### config.mk
export PLATFORM = sky130hd
export DESIGN_NAME = lsb_stego_frame_extractor
export DESIGN_NICKNAME = d
export VERILOG_FILES = /design/src/hdl/lsfe_pkg.sv /design/src/hdl/lsfe_in_stage.sv /design/src/hdl/lsfe_parser.sv /design/src/hdl/lsfe_out_reg.sv /design/src/hdl/lsb_stego_frame_extractor.sv
export SDC_FILE = /design/constraint.sdc
export NUM_CORES = 1
export LEC_CHECK = 0
export ABC_AREA = 0
export BUFFER_PORTS_ARGS = -buffer_cell sky130_fd_sc_hd__buf_2
export CORE_MARGIN = 2
export CORE_UTILIZATION = 61
export DETAILED_ROUTE_END_ITERATION = 8
export HOLD_SLACK_MARGIN = 0.1
export MAX_ROUTING_LAYER = met4
export PLACE_DENSITY = 0.82
export SYNTH_ARGS = -nofsm -noshare
export SYNTH_HDL_FRONTEND = slang
export SYNTH_SLANG_ARGS = --single-unit
### constraint.sdc
create_clock -name clk -period 7.9 [get_ports clk]
set_input_delay 0.79 -clock clk [delete_from_list [all_inputs] [get_ports clk]]
set_output_delay 0.79 -clock clk [all_outputs]
set_load 0.01 [all_outputs]
### src/hdl/lsfe_pkg.sv
`default_nettype none
// ---------------------------------------------------------------------------
// lsfe_pkg - shared types and helpers for the LSB frame extractor
// Configuration register indexes, result status codes, the configuration
// bundle and the result record passed between the extractor's modules.
// ---------------------------------------------------------------------------
package lsfe_pkg;

  localparam int unsigned MAGIC_MAX_BYTES = 8;
  localparam int unsigned HDR_W           = 10;
  localparam int unsigned MAGIC_W         = 64;
  localparam int unsigned MLEN_W          = 4;
  localparam int unsigned EXT_W           = 32;
  localparam int unsigned ELEN_W          = 3;
  localparam int unsigned CFG_IDX_W       = 3;
  localparam int unsigned CFG_DATA_W      = 64;
  localparam int unsigned SIZE_W          = 32;
  localparam int unsigned BCNT_W          = 6;
  localparam int unsigned TGT_W           = 7;

  localparam logic [HDR_W-1:0]   HDR_SKIP_RST  = 10'd54;
  localparam logic [MAGIC_W-1:0] MAGIC_RST     = 64'd9002;
  localparam logic [MLEN_W-1:0]  MLEN_RST      = 4'd2;
  localparam logic [EXT_W-1:0]   EXT_RST       = 32'h2E74_7874;
  localparam logic [ELEN_W-1:0]  ELEN_RST      = 3'd4;
  localparam logic [TGT_W-1:0]   WORD_BITS     = 7'd32;
  localparam logic [TGT_W-1:0]   BYTE_BITS     = 7'd8;

  typedef enum logic [CFG_IDX_W-1:0] {
    CFG_HEADER_SKIP = 3'd0,
    CFG_MAGIC_VALUE = 3'd1,
    CFG_MAGIC_LEN   = 3'd2,
    CFG_EXT_VALUE   = 3'd3,
    CFG_EXT_LEN     = 3'd4
  } lsfe_cfg_idx_t;

  typedef enum logic [1:0] {
    ST_DATA       = 2'd0,
    ST_MAGIC_ERR  = 2'd1,
    ST_EXTLEN_ERR = 2'd2,
    ST_EXT_ERR    = 2'd3
  } lsfe_status_t;

  typedef struct packed {
    logic [HDR_W-1:0]   header_skip;
    logic [MAGIC_W-1:0] magic_value;
    logic [MLEN_W-1:0]  magic_length;
    logic [EXT_W-1:0]   extension_value;
    logic [ELEN_W-1:0]  extension_length;
  } lsfe_cfg_t;

  typedef struct packed {
    logic         vld;
    logic [7:0]   data;
    lsfe_status_t status;
    logic         last;
  } lsfe_res_t;

  // Clamp magic length to 1..MAGIC_MAX_BYTES
  function automatic logic [MLEN_W-1:0] magic_bytes(input logic [MLEN_W-1:0] len);
    logic [MLEN_W-1:0] n;
    n = len;
    if (n == '0) n = MLEN_W'(1);
    if (n > MLEN_W'(MAGIC_MAX_BYTES)) n = MLEN_W'(MAGIC_MAX_BYTES);
    return n;
  endfunction

  // Clamp extension length to 1..4
  function automatic logic [ELEN_W-1:0] ext_bytes(input logic [ELEN_W-1:0] len);
    logic [ELEN_W-1:0] n;
    n = len;
    if (n == '0) n = ELEN_W'(1);
    if (n > ELEN_W'(4)) n = ELEN_W'(4);
    return n;
  endfunction

endpackage : lsfe_pkg
`default_nettype wire

### src/hdl/lsfe_in_stage.sv
`default_nettype none
// ---------------------------------------------------------------------------
// lsfe_in_stage - input register
// Holds one accepted image byte (its data bit and image start flag) until
// the parser takes it; refills in the same cycle it is taken.
// ---------------------------------------------------------------------------
module lsfe_in_stage (
  input  wire logic       clk,
  input  wire logic       rst_n,
  input  wire logic       in_valid,
  output logic            in_ready,
  input  wire logic [7:0] in_pixel_byte,
  input  wire logic       in_first_of_image,
  input  wire logic       out_free,
  output logic            take,
  output logic            stg_bit,
  output logic            stg_first
);
  import lsfe_pkg::*;

  logic vld_r, vld_nxt;
  logic bit_r, first_r;

  assign take     = vld_r & out_free;
  assign in_ready = ~vld_r | take;
  assign vld_nxt  = (in_valid & in_ready) | (vld_r & ~take);
  assign stg_bit   = bit_r;
  assign stg_first = first_r;

  always_ff @(posedge clk) begin
    if (!rst_n) begin
      vld_r <= 1'b0;
    end else begin
      vld_r <= vld_nxt;
    end
  end

  always_ff @(posedge clk) begin
    if (in_valid && in_ready) begin
      bit_r   <= in_pixel_byte[0];
      first_r <= in_first_of_image;
    end
  end

endmodule : lsfe_in_stage
`default_nettype wire

### src/hdl/lsfe_parser.sv
`default_nettype none
// ---------------------------------------------------------------------------
// lsfe_parser - hidden stream field parser
// Past the header, shifts one hidden bit per byte into the field accumulator, checks each
// completed field and produces at most one result per byte.
// ---------------------------------------------------------------------------
module lsfe_parser (
  input  wire logic                clk,
  input  wire logic                rst_n,
  input  wire logic                fire,
  input  wire logic                stg_bit,
  input  wire logic                stg_first,
  input  wire lsfe_pkg::lsfe_cfg_t cfg,
  output lsfe_pkg::lsfe_res_t      res
);
  import lsfe_pkg::*;

  typedef enum logic [2:0] {
    PH_HEADER  = 3'd0,
    PH_MAGIC   = 3'd1,
    PH_EXTLEN  = 3'd2,
    PH_EXT     = 3'd3,
    PH_SIZE    = 3'd4,
    PH_PAYLOAD = 3'd5,
    PH_IDLE    = 3'd6
  } phase_t;

  phase_t              phase_r, phase_nxt;
  logic [HDR_W-1:0]    hcnt_r, hcnt_nxt;
  logic [BCNT_W-1:0]   bcnt_r, bcnt_nxt;
  logic [MAGIC_W-1:0]  acc_r, acc_nxt;
  logic [SIZE_W-1:0]   rem_r, rem_nxt;

  logic [TGT_W-1:0]    bc;
  logic [TGT_W-1:0]    target;
  logic [MAGIC_W-1:0]  mask;
  logic [MAGIC_W-1:0]  field;
  logic                busy;
  logic [MLEN_W-1:0]   mbytes;
  logic [ELEN_W-1:0]   ebytes;

  assign mbytes = magic_bytes(cfg.magic_length);
  assign ebytes = ext_bytes(cfg.extension_length);

  always_comb begin
    phase_nxt = phase_r;
    hcnt_nxt  = hcnt_r;
    bc        = {1'b0, bcnt_r};
    acc_nxt   = acc_r;
    rem_nxt   = rem_r;
    res       = '0;
    busy      = 1'b1;
    target    = BYTE_BITS;
    mask      = '0;
    field     = '0;

    // image start: restart the parse on this very byte
    if (stg_first) begin
      phase_nxt = PH_HEADER;
      hcnt_nxt  = '0;
      rem_nxt   = '0;
      bc        = '0;
      acc_nxt   = '0;
    end

    if (phase_nxt == PH_HEADER) begin
      if (hcnt_nxt < cfg.header_skip) begin
        hcnt_nxt = hcnt_nxt + HDR_W'(1);
        busy     = 1'b0;
      end else begin
        phase_nxt = PH_MAGIC;
        bc        = '0;
        acc_nxt   = '0;
      end
    end

    if (busy && phase_nxt != PH_IDLE) begin
      acc_nxt = {acc_nxt[MAGIC_W-2:0], stg_bit};
      bc      = bc + TGT_W'(1);
      unique case (phase_nxt)
        PH_MAGIC:             target = {mbytes, 3'b000};
        PH_EXT:               target = {1'b0, ebytes, 3'b000};
        PH_EXTLEN, PH_SIZE:   target = WORD_BITS;
        default:              target = BYTE_BITS;
      endcase
      mask  = {MAGIC_W{1'b1}} >> (TGT_W'(MAGIC_W) - target);
      field = acc_nxt & mask;

      if (bc >= target) begin
        bc      = '0;
        acc_nxt = '0;
        unique case (phase_nxt)
          PH_MAGIC: begin
            if (field != (cfg.magic_value & mask)) begin
              phase_nxt  = PH_IDLE;
              res.vld    = 1'b1;
              res.status = ST_MAGIC_ERR;
            end else begin
              phase_nxt = PH_EXTLEN;
            end
          end
          PH_EXTLEN: begin
            if (field != MAGIC_W'(ebytes)) begin
              phase_nxt  = PH_IDLE;
              res.vld    = 1'b1;
              res.status = ST_EXTLEN_ERR;
            end else begin
              phase_nxt = PH_EXT;
            end
          end
          PH_EXT: begin
            if (field != (MAGIC_W'(cfg.extension_value) & mask)) begin
              phase_nxt  = PH_IDLE;
              res.vld    = 1'b1;
              res.status = ST_EXT_ERR;
            end else begin
              phase_nxt = PH_SIZE;
            end
          end
          PH_SIZE: begin
            rem_nxt   = field[SIZE_W-1:0];
            phase_nxt = (field[SIZE_W-1:0] == '0) ? PH_IDLE : PH_PAYLOAD;
          end
          PH_PAYLOAD: begin
            rem_nxt    = rem_nxt - SIZE_W'(1);
            res.vld    = 1'b1;
            res.data   = field[7:0];
            res.status = ST_DATA;
            res.last   = (rem_nxt == '0);
            if (rem_nxt == '0) phase_nxt = PH_IDLE;
          end
          default: begin
            phase_nxt = PH_IDLE;
          end
        endcase
      end
    end

    bcnt_nxt = bc[BCNT_W-1:0];
  end

  always_ff @(posedge clk) begin
    if (!rst_n) begin
      phase_r <= PH_HEADER;
      hcnt_r  <= '0;
      bcnt_r  <= '0;
      acc_r   <= '0;
      rem_r   <= '0;
    end else if (fire) begin
      phase_r <= phase_nxt;
      hcnt_r  <= hcnt_nxt;
      bcnt_r  <= bcnt_nxt;
      acc_r   <= acc_nxt;
      rem_r   <= rem_nxt;
    end
  end

`ifndef SYNTHESIS
  a_err_to_idle: assert property (@(posedge clk) disable iff (!rst_n)
    fire && res.vld && res.status != ST_DATA |=> phase_r == PH_IDLE)
    else $error("error result did not park the parser");

  a_last_to_idle: assert property (@(posedge clk) disable iff (!rst_n)
    fire && res.vld && res.last |=> phase_r == PH_IDLE && rem_r == '0)
    else $error("last payload byte did not end the frame");

  a_data_in_payload: assert property (@(posedge clk) disable iff (!rst_n)
    fire && res.vld && res.status == ST_DATA |-> phase_r == PH_PAYLOAD && !stg_first)
    else $error("data result outside payload phase");

  a_hold_when_idle: assert property (@(posedge clk) disable iff (!rst_n)
    !fire |=> $stable(phase_r) && $stable(rem_r) && $stable(bcnt_r))
    else $error("parse state moved without a byte");
`endif

endmodule : lsfe_parser
`default_nettype wire

### src/hdl/lsfe_out_reg.sv
`default_nettype none
// ---------------------------------------------------------------------------
// lsfe_out_reg - result register
// Holds one result until the consumer takes it; reloads in the cycle it
// drains.
// ---------------------------------------------------------------------------
module lsfe_out_reg (
  input  wire logic                clk,
  input  wire logic                rst_n,
  input  wire logic                load,
  input  wire lsfe_pkg::lsfe_res_t res,
  output logic                     out_free,
  output logic                     out_valid,
  input  wire logic                out_ready,
  output logic [7:0]               out_secret_byte,
  output logic [1:0]               out_status,
  output logic                     out_last_byte
);
  import lsfe_pkg::*;

  logic       vld_r, vld_nxt;
  logic [7:0] data_r;
  logic [1:0] status_r;
  logic       last_r;

  assign out_free = ~vld_r | out_ready;
  assign vld_nxt  = (load & res.vld) | (vld_r & ~out_ready);

  assign out_valid       = vld_r;
  assign out_secret_byte = data_r;
  assign out_status      = status_r;
  assign out_last_byte   = last_r;

  always_ff @(posedge clk) begin
    if (!rst_n) begin
      vld_r <= 1'b0;
    end else begin
      vld_r <= vld_nxt;
    end
  end

  always_ff @(posedge clk) begin
    if (load && res.vld) begin
      data_r   <= res.data;
      status_r <= res.status;
      last_r   <= res.last;
    end
  end

endmodule : lsfe_out_reg
`default_nettype wire

### src/hdl/lsb_stego_frame_extractor.sv
`default_nettype none
// ---------------------------------------------------------------------------
// lsb_stego_frame_extractor - LSB hidden frame extractor, top level
// Skips the image header, gathers the low bit of each image byte into
// hidden bytes, checks magic, extension length and extension, reads the
// payload size and emits the payload bytes or one error status.
// ---------------------------------------------------------------------------
//
//  channel  | direction | handshake            | payload
//  ---------+-----------+----------------------+------------------------------
//  in_      | in        | in_valid / in_ready  | pixel_byte, first_of_image
//  out_     | out       | out_valid / out_ready| secret_byte, status, last_byte
//  cfg_     | in        | cfg_wr_en            | cfg_index, cfg_wdata
//
//  One request per cycle sustained while the result register is not stalled;
//  an accepted byte is held in the input register, parsed once the result
//  register is free, and its result, if any, is registered in the result
//  register, which drives out_valid.
//  Reset (rst_n low, synchronous) clears the parse state, the stage and
//  result valid bits and loads the register defaults.
//  A stalled result register holds the staged byte; the input register then
//  drops ready until the result drains.
//
module lsb_stego_frame_extractor (
  input  wire logic                               clk,
  input  wire logic                               rst_n,
  input  wire logic                               in_valid,
  output logic                                    in_ready,
  input  wire logic [7:0]                         in_pixel_byte,
  input  wire logic                               in_first_of_image,
  output logic                                    out_valid,
  input  wire logic                               out_ready,
  output logic [7:0]                              out_secret_byte,
  output logic [1:0]                              out_status,
  output logic                                    out_last_byte,
  input  wire logic                               cfg_wr_en,
  input  wire logic [lsfe_pkg::CFG_IDX_W-1:0]     cfg_index,
  input  wire logic [lsfe_pkg::CFG_DATA_W-1:0]    cfg_wdata
);
  import lsfe_pkg::*;

  lsfe_cfg_t cfg_r;
  lsfe_res_t res;
  logic      out_free;
  logic      take;
  logic      stg_bit;
  logic      stg_first;

  // Configuration registers: written directly, take effect on the next byte
  always_ff @(posedge clk) begin
    if (!rst_n) begin
      cfg_r.header_skip      <= HDR_SKIP_RST;
      cfg_r.magic_value      <= MAGIC_RST;
      cfg_r.magic_length     <= MLEN_RST;
      cfg_r.extension_value  <= EXT_RST;
      cfg_r.extension_length <= ELEN_RST;
    end else if (cfg_wr_en) begin
      unique case (lsfe_cfg_idx_t'(cfg_index))
        CFG_HEADER_SKIP: cfg_r.header_skip      <= cfg_wdata[HDR_W-1:0];
        CFG_MAGIC_VALUE: cfg_r.magic_value      <= cfg_wdata[MAGIC_W-1:0];
        CFG_MAGIC_LEN:   cfg_r.magic_length     <= cfg_wdata[MLEN_W-1:0];
        CFG_EXT_VALUE:   cfg_r.extension_value  <= cfg_wdata[EXT_W-1:0];
        CFG_EXT_LEN:     cfg_r.extension_length <= cfg_wdata[ELEN_W-1:0];
        default:         ; // unmapped index: drop the write
      endcase
    end
  end

  // Input register: one byte staged ahead of the parser
  lsfe_in_stage u_in_stage (
    .clk               (clk),
    .rst_n             (rst_n),
    .in_valid          (in_valid),
    .in_ready          (in_ready),
    .in_pixel_byte     (in_pixel_byte),
    .in_first_of_image (in_first_of_image),
    .out_free          (out_free),
    .take              (take),
    .stg_bit           (stg_bit),
    .stg_first         (stg_first)
  );

  // Parser: advance the field state whenever the staged byte is taken
  lsfe_parser u_parser (
    .clk       (clk),
    .rst_n     (rst_n),
    .fire      (take),
    .stg_bit   (stg_bit),
    .stg_first (stg_first),
    .cfg       (cfg_r),
    .res       (res)
  );

  // Result register: holds each result until the consumer takes it
  lsfe_out_reg u_out_reg (
    .clk             (clk),
    .rst_n           (rst_n),
    .load            (take),
    .res             (res),
    .out_free        (out_free),
    .out_valid       (out_valid),
    .out_ready       (out_ready),
    .out_secret_byte (out_secret_byte),
    .out_status      (out_status),
    .out_last_byte   (out_last_byte)
  );

endmodule : lsb_stego_frame_extractor
`default_nettype wire
==> results.py <==
metrics = {
    "sta": {
        "drv_slew": 0,
        "tightest_slew_ps": 1103,
        "rsz0062_at_grt": "false",
        "period_share_pct": 89.47,
        "final-hold-violation-count": 0,
        "period_needed_ps": 7068,
        "finalSetupViolCount": 0,
        "clock.fmax_ghz": 0.1415,
        "finalSetupTns_ps": 0,
        "fin_worst_skew_ps": 9.574,
        "relSlewSlack_pct": 26.49,
    },
    "yosys": {
        "async_reset_ff_share_pct": 0,
        "syn_inst": 1813,
        "syn-num-nets": 1912,
        "yosysWarningCount": 0,
        "synth_edf_count": 13,
        "ys_seq_area_share_pct": 36.28,
        "ys.flop_type": "dfxtp_1",
        "ys_seq_elements": 242,
        "synth_cell_types": 83,
        "netlist_area_um2": 13710,
        "syn_area_per_cell_um2": 7.563,
    },
    "outcome": {
        "status": "completed",
    },
    "run": {
        "cap_violations": 0,
    },
    "layout": {
        "diodes": 0,
        "num-nets-final": 1904,
        "fill_cells": 1804,
        "post-route-util_pct": 68.32,
        "fin_cells": 2104,
        "drive_above_1_share_pct": 9.704,
        "stdcell_area_um2": 15000,
        "syn_to_final_growth_pct": 9.408,
    },
    "pwr": {
        "irDropWorstVdd_mv": 0.1884,
        "power.leakage_nw": 5.350,
        "p_total_w": 0.002762,
        "p_per_area_nw_per_um2": 184.1,
    },
    "clock_network": {
        "hold_buffers": 0,
        "cts_htree_levels": 1,
        "numCtsBuffers": 26,
        "clk_pin_slew_ps": 60,
        "cts_setup_buffers": 0,
        "cts.path.max_buffers": 3,
        "cts_tree": "built",
        "numClockSinks": 242,
        "cts_resized": 0,
        "ctsRootBufferMaster": "clkbuf_16",
        "clk_latency_ps": 540,
    },
    "route": {
        "wirelength_um": 39470,
        "drc": 0,
        "detailroute.via_count": 13645,
        "first_pass_iters": 6,
        "via_per_inst": 6.485,
        "ant_nets": 0,
        "drtIter0Drc": 1620,
        "wire_per_inst_um": 18.76,
    },
    "global_routing": {
        "grt_use_met2_pct": 49.27,
        "grt-ovfl-total": 0,
        "grt_busiest_layer": "met2",
        "grt_usage_pct": 33.63,
        "grt_use_met3_pct": 5.327,
        "grt_first_pass_wirelength_um": 64220,
        "use_met1_pct": 47.67,
        "grt_max_degree": 105,
        "grt_pass1_vias": 12309,
        "antenna_found_initial": 0,
    },
    "place": {
        "place_congestion": 0.9746,
        "dp.cells": 2057,
        "dpl_cell_area_um2": 14060,
        "dp_hpwl_um": 26480,
        "port_buffers": 86,
    },
    "floorplanning": {
        "core_area_um2": 21960,
        "start_util_pct": 62.44,
        "core.rowCount": 54,
        "die_area_um2": 23690,
        "die_h_um": 153.9,
        "die_w_um": 153.9,
        "num_io_pins": 94,
    },
    "worst_setup_path": {
        "critPathMaxFanout": 37,
        "worstPathRequired_ps": 8060,
        "crit_path_end_kind": "flop",
        "path_cells": "buf_4 -> nor2b_1 -> ha_1 -> nor2_1 -> nor3_1 -> a21o_1 -> nor2_1 -> nand2_1 -> o21ai_0 -> o311ai_0 -> inv_1 -> ha_1 -> nand2_1 -> a21oi_1 -> a311oi_1 -> nand2_1 -> nor3_1 -> a21oi_1 -> and2_1 -> o31a_1 -> a311oi_2",
        "path_delay_family": "compound AO/OA/AOI/OAI gates",
        "worstPathArrival_ps": 7230,
        "cp-start-kind": "flop",
        "crit_buf_inv": 2,
        "criticalPathCategory": "flop to flop",
        "slowest_delay_ps": 880,
        "path_common_cell": "nand2_1",
        "cpMaxStageDelayCell": "a311oi_2",
    },
    "hold_path": {
        "hp-class": "input pin to flop",
    },
}
[synth_stat cells, types with 13 or more instances]
master / n / area (µm²)
nand3_1: 58 / 290.3
and2_1: 24 / 150.1
a31oi_1: 29 / 181.4
xnor2_1: 54 / 473.0
nand4_1: 18 / 112.6
nand2_1: 304 / 1141
ha_1: 18 / 225.2
nor2b_1: 21 / 131.4
nor4_1: 31 / 193.9
nor3_1: 23 / 115.1
a21oi_1: 157 / 785.8
a22oi_1: 87 / 653.1
nor4bb_1: 21 / 210.2
inv_1: 37 / 138.9
nor2_1: 227 / 852.1
dfxtp_1: 229 / 4584
xor2_1: 25 / 219.0
o21ai_0: 82 / 410.4
clkbuf_1: 104 / 390.4
buf_2: 20 / 100.1
edfxtp_1: 13 / 390.4
[cell families (layout without fill, tap and decap cells)]
family	after synthesis	count (layout)	synth area share (%)
flops	242	242	36.28
fa+ha+maj	18	18	1.643
buf+inv	178	189	5.438
xor+xnor	79	79	5.046
compound gates	494	494	23.76
mux	11	11	0.8030
simple gates	791	791	27.03
[through the flow]
stage               setup WS [ps]  hold slack (ps)
finish                      831.9            421.9
global route                320.6            406.5
CTS                         939.5            413.8
detailed placement          968.6            450.7
global placement             1227            443.2
floorplan                   630.1            431.5
[final timing paths]
kind,startpoint,to,slack (ps),cells after the start
setup / recovery,u_in_stage.stg_first,u_out_reg.out_secret_byte[7],830,21
hold / removal,in_first_of_image,u_in_stage.stg_first,420,1
setup reg to reg,u_in_stage.stg_first,u_out_reg.out_secret_byte[7],830,21
hold reg to reg,cfg_r[109],cfg_r[109],460,2
[state kept, by name, indices dropped and copies added (netlist names)]
register / count
u_out_reg.out_valid: 1
u_in_stage.stg_bit: 1
cfg_r: 113
u_out_reg.out_last_byte: 1
u_parser.rem_r: 32
u_parser.bcnt_r: 6
u_out_reg.out_status: 2
u_parser.hcnt_r: 10
u_out_reg.out_secret_byte: 8
u_in_stage.stg_first: 1
u_parser.phase_r: 3
u_in_stage.vld_r: 1
u_parser.acc_r: 63
[placed cells by master (no fill, tap or decap), drive strengths merged, types with 25 or more instances in the layout]
master and count:
o21ai 84, a22oi 87, buf 104, a21oi 158, dfxtp 229, nand2 304
nor2 227, a31oi 30, nor4 33, nor3 25, clkbuf 37, xnor2 54
xor2 25, inv 38, nand3 58
[where the power goes]
part,total [W],internal [W],switching [W]
Sequential,0.00126,0.00125,0.0000186
Clock,0.00134,0.000820,0.000520
Combinational,0.000159,0.0000514,0.000107
[area by class of cell]
class	instances	area [µm²]	share of cell area, %
Multi-Input combinational cell	1393	8023	53.48
Inverter	38	147.6	0.9842
Clock buffer	37	784.5	5.229
Timing Repair Buffer	104	565.5	3.770
Clock inverter	10	156.4	1.043
Tap cell	280	350.3	2.335
Sequential cell	242	4975	33.16
[metal layers]
metal	wire length (µm)	share of wire (%)
met5	0	0
met4	1073	2.7
met3	3975	10
met2	17050	43
met1	17370	44
Note: power is estimated with default switching activity, not from simulation.
